==> src/rtl/tidt_pkg.sv <==
`timescale 1ns / 1ps

package tidt_pkg;

    localparam int ENTRIES = 32;
    localparam int IDX_W   = (ENTRIES > 1) ? $clog2(ENTRIES) : 1;
    localparam int CNT_W   = $clog2(ENTRIES + 1);

    localparam int ID_W    = 31;
    localparam int TIME_W  = 48;
    localparam int AGE_W   = 16;
    localparam int SLOT_W  = 5;
    localparam int STAT_W  = 2;
    localparam int OCNT_W  = 6;

    localparam logic [AGE_W-1:0] AGE_RESET = 16'd2000;

    localparam logic KIND_DETECT = 1'b0;
    localparam logic KIND_SWEEP  = 1'b1;

    typedef enum logic [STAT_W-1:0] {
        ST_MATCH  = 2'd0,
        ST_PLACED = 2'd1,
        ST_FULL   = 2'd2,
        ST_SWEEP  = 2'd3
    } t_status;

    typedef enum logic [1:0] {
        S_IDLE,
        S_EVAL,
        S_COMMIT
    } t_state;

    // Request as broadcast to every cell of the row.
    typedef struct packed {
        logic              kind;
        logic [ID_W-1:0]   id;
        logic [TIME_W-1:0] now;
        logic [AGE_W-1:0]  age;
    } t_op;

    typedef struct packed {
        logic eval;
        logic commit;
        logic any_hit;
    } t_ctl;

    typedef struct packed {
        logic hit;
        logic first_free;
        logic expire;
    } t_flags;

    function automatic logic [OCNT_W-1:0] sat_cnt(input logic [CNT_W-1:0] v);
        if (32'(v) > 32'd63) begin
            return 6'd63;
        end
        return OCNT_W'(v);
    endfunction

endpackage

==> src/rtl/tidt_cell.sv <==
`timescale 1ns / 1ps

module tidt_cell (
    input  logic                   i_clk,
    input  logic                   i_rst_n,
    input  tidt_pkg::t_op          i_op,
    input  tidt_pkg::t_ctl         i_ctl,
    input  logic                   i_free_before,
    output logic                   o_free_before,
    output tidt_pkg::t_flags       o_flags
);

    logic                            r_valid;
    logic [tidt_pkg::ID_W-1:0]       r_id;
    logic [tidt_pkg::TIME_W-1:0]     r_seen;
    tidt_pkg::t_flags                r_flags;
    tidt_pkg::t_flags                n_flags;
    logic [tidt_pkg::TIME_W:0]       w_deadline;

    // A free cell anywhere lower in the row blocks every free cell above it.
    assign o_free_before = i_free_before | ~r_valid;

    // Widened by one bit so that the sum never wraps.
    assign w_deadline = {1'b0, r_seen} + (tidt_pkg::TIME_W + 1)'(i_op.age);

    always_comb begin
        n_flags.hit        = r_valid && (r_id == i_op.id);
        n_flags.first_free = !r_valid && !i_free_before;
        n_flags.expire     = r_valid && (r_seen != i_op.now) &&
                             ({1'b0, i_op.now} > w_deadline);
    end

    always_ff @(posedge i_clk) begin
        if (i_ctl.eval) begin
            r_flags <= n_flags;
        end
    end

    always_ff @(posedge i_clk) begin
        if (!i_rst_n) begin
            r_valid <= 1'b0;
        end else if (i_ctl.commit) begin
            if (i_op.kind == tidt_pkg::KIND_SWEEP) begin
                if (r_flags.expire) begin
                    r_valid <= 1'b0;
                end
            end else if (!i_ctl.any_hit && r_flags.first_free) begin
                r_valid <= 1'b1;
            end
        end
    end

    always_ff @(posedge i_clk) begin
        if (i_ctl.commit && i_op.kind == tidt_pkg::KIND_DETECT) begin
            if (r_flags.hit) begin
                r_seen <= i_op.now;
            end else if (!i_ctl.any_hit && r_flags.first_free) begin
                r_id   <= i_op.id;
                r_seen <= i_op.now;
            end
        end
    end

    assign o_flags = r_flags;

endmodule

==> config.mk <==
export PLATFORM = sky130hd
export DESIGN_NAME = tidt_cell
export DESIGN_NICKNAME = d
export VERILOG_FILES = /design/src/rtl/tidt_pkg.sv /design/src/rtl/tidt_cell.sv
export SDC_FILE = /design/constraint.sdc
export NUM_CORES = 1
export LEC_CHECK = 0
export ABC_CLOCK_PERIOD_IN_PS = 11430
export BUFFER_PORTS_ARGS = -buffer_cell sky130_fd_sc_hd__buf_2
export CAP_MARGIN = 10
export CORE_ASPECT_RATIO = 1.1
export CORE_MARGIN = 2
export CORE_UTILIZATION = 40
export CTS_BUF_LIST = sky130_fd_sc_hd__clkbuf_2 sky130_fd_sc_hd__clkbuf_4 sky130_fd_sc_hd__clkbuf_8
export DETAILED_ROUTE_END_ITERATION = 12
export GPL_TIMING_DRIVEN = 0
export PLACE_DENSITY_LB_ADDON = 0.2
export SLEW_MARGIN = 20
export SYNTH_ARGS = -nofsm -noshare
export SYNTH_HDL_FRONTEND = slang
export SYNTH_SLANG_ARGS = --single-unit
==> constraint.sdc <==
create_clock -name i_clk -period 11.43 [get_ports i_clk]
set_clock_uncertainty 0.15 [all_clocks]
set_input_delay 0.5715 -clock i_clk [delete_from_list [all_inputs] [get_ports i_clk]]
set_output_delay 0.5715 -clock i_clk [all_outputs]
set_load 0.02 [all_outputs]
==> out/metrics.cfg <==
[cells_and_area]
nFillCells=1414
multi_input_area_um2=3422
antenna_cells=0
seqCellArea_um2=2482
area_growth_pct=17.68
drive_above_1_share_pct=20.72
nNetsFinal=833
layout.cells.non_filler=863

[clocking]
cts_root_buf=clkbuf_8
post_cts_buffers=0
ctsHoldBuffers=0
clockBufferDepth=2
path_clk_slew_ns=0.09
cts-buffers-inserted=9
postCtsResizedCells=0
cts_tree=yes
htree_num_levels=3
cts_sinks=83
clock_latency_ns=0.36

[power]
leakagePower_nw=2.678
ir_drop_v=0.00006787
powerDensity_nw_per_um2=102.5

[outcome]
status=completed

[floorplan]
std_cell_rows=46
die_area_um2=15910
start_util_pct=41.12
core_area_um2=14500
die_w_um=120.4
num_io_pins=106
die_h_um=132.1

[yosys]
syn_inst=545
ys_warn_count=0
synth.area.top_cells=edfxtp_1, ha_1, xnor2_1
synthTopCellsByCount=edfxtp_1, xnor2_1, ha_1
yosysSeqAreaShare_pct=41.62
synth_cell_types=51
ys_ff_latch=83
syn-cell-area_um2=5964
synth_flop_cell=edfxtp_1
syn-num-nets=712
synth_top_area_cell=edfxtp_1
yosys.area.top_type_share_pct=41.28
avgSynthCellArea_um2=10.94
async_flop_share_pct=0
yosys.cell_count.top_type=edfxtp_1
synth-edff-count=82

[global_routing]
grt_pass1_wl_um=24010
antenna_found_initial=0
grt_pass1_vias=4808
track_usage_pct=19.23
gr-total-overflow=0
grt_max_degree=24

[detailed_routing]
vias=4657
via_per_inst=5.396
wl_per_cell_um=17.27
drt_iter0_markers=247
wl_um=14900
drt_pre_antenna_iters=4
postRouteAntennaNets=0
drc=0

[min_path]
min_path_type=input port to register

[place]
hpwl_um=12130
dpl.cell_count=847
portBuffers=105
gp_congestion=0.8805

[flow_run]
drv_cap=0

[setup_path]
start_kind=register
crit_type=register to register
required_ns=11.39
critPathMaxFanout=10
endpoint_kind=register
arrival_ns=4.63

[timing]
slew_violations=0
max_freq_mhz=213.9
rsz0062_at_grt=false
setup_viol_count_final=0
finalHoldViolCount=0
min_period_ns=4.674
final.setup.tns_ns=0
max-slew-margin-rel_pct=61.73
fin_crit_sh_pct=40.89
worst_pin_slew_ns=0.5714

## routing by layer
metal | part of all wire [%] | track usage, % | routed length, µm | up-vias
met1 | 45 | 24.97 | 6667 | 2208
met5 | 0 | 0 | 0 | -
met2 | 47 | 31.42 | 7006 | 129
met3 | 5.5 | 3.936 | 818 | 25
li1 | - | - | - | 2295
met4 | 2.8 | 7.429 | 410 | 0
## path summary, 6_finish.rpt
check,slack (ns),endpoint,depth (start not counted),from
hold reg to reg,0.47,o_flags[1],1,r_valid
setup reg to reg,6.76,o_flags[0],17,r_seen[0]
hold / removal,0.26,r_id[29],1,i_op[93]
setup / recovery,6.76,o_flags[0],17,r_seen[0]
## report_power, final
part           internal, W  switching, W
sequential        0.000343    0.00000719
clock             0.000112      0.000109
combinational    0.0000667     0.0000817
total             0.000521      0.000198
## cell type report
class | instances | area share (%)
sequential | 83 | 35.37
timing repair buffer | 110 | 8.538
clock buffer | 12 | 2.175
inverter | 10 | 0.5348
multi-input combinational | 447 | 48.75
clock inverter | 4 | 0.7130
tap | 192 | 3.422
buffer | 5 | 0.4991
## cells in the final DEF (no fill, tap or decap), types with 3 or more instances in the layout
cell        n
clkbuf_8   10
nand2b_1    4
and3_1     11
nor2b_1     4
nor4_1     11
xor2_1     45
a21o_1      9
nand3b_1    3
buf_6       3
o211ai_1    3
ha_1       64
nand2_1    26
o21ai_0    16
nand3_1    22
nand4_1    32
o21bai_1    6
nor2_1     24
nor3_1     12
edfxtp_1   82
inv_1      10
a21oi_1    35
xnor2_1    78
a211oi_1    3
buf_2     106
## worst max-delay path, cell delays in order (launching register included)
cell	delay, ns
edfxtp_1	0.42
ha_1	0.25
fa_1	0.43
a211oi_1	0.29
o21ai_0	0.20
and3_1	0.19
o31a_1	0.27
nor2_4	0.29
buf_6	0.22
nor2_1	0.07
xnor2_1	0.13
ha_1	0.30
a21o_1	0.16
a211oi_1	0.31
a21oi_1	0.15
o41ai_1	0.33
a31oi_1	0.13
o31a_1	0.13
## logic make-up (layout without fill, tap and decap cells)
group,after synthesis,in the layout,share of synthesized area (%)
mux,2,2,0.3357
compound gates,90,90,9.440
buf+inv,15,141,1.217
fa+ha+maj,65,65,13.76
flops,83,83,41.62
xor+xnor,123,123,18.06
simple gates,167,167,15.57
## stage by stage
step / setup slack (ns) / area (µm²) / power [W] / hold WS (ns) / util, %
floorplan: 7.223 / 5964 / 0.0004462 / 0.3789 / -
global placement: 6.517 / 6730 / 0.0005002 / 0.4434 / 46.40
finish: 6.756 / 7019 / 0.0007198 / 0.2577 / 48.40
global route: 6.424 / 7019 / 0.0007568 / 0.2376 / 48.40
CTS: 6.749 / 7019 / 0.0007260 / 0.2405 / 48.40
detailed placement: 6.528 / 6817 / 0.0005050 / 0.4505 / 47.00
## registers in the layout (all words and copies together) (netlist names)
register / flops
o_flags: 3
r_valid: 1
r_seen: 48
r_id: 31
(Power assumes the default switching activity.)
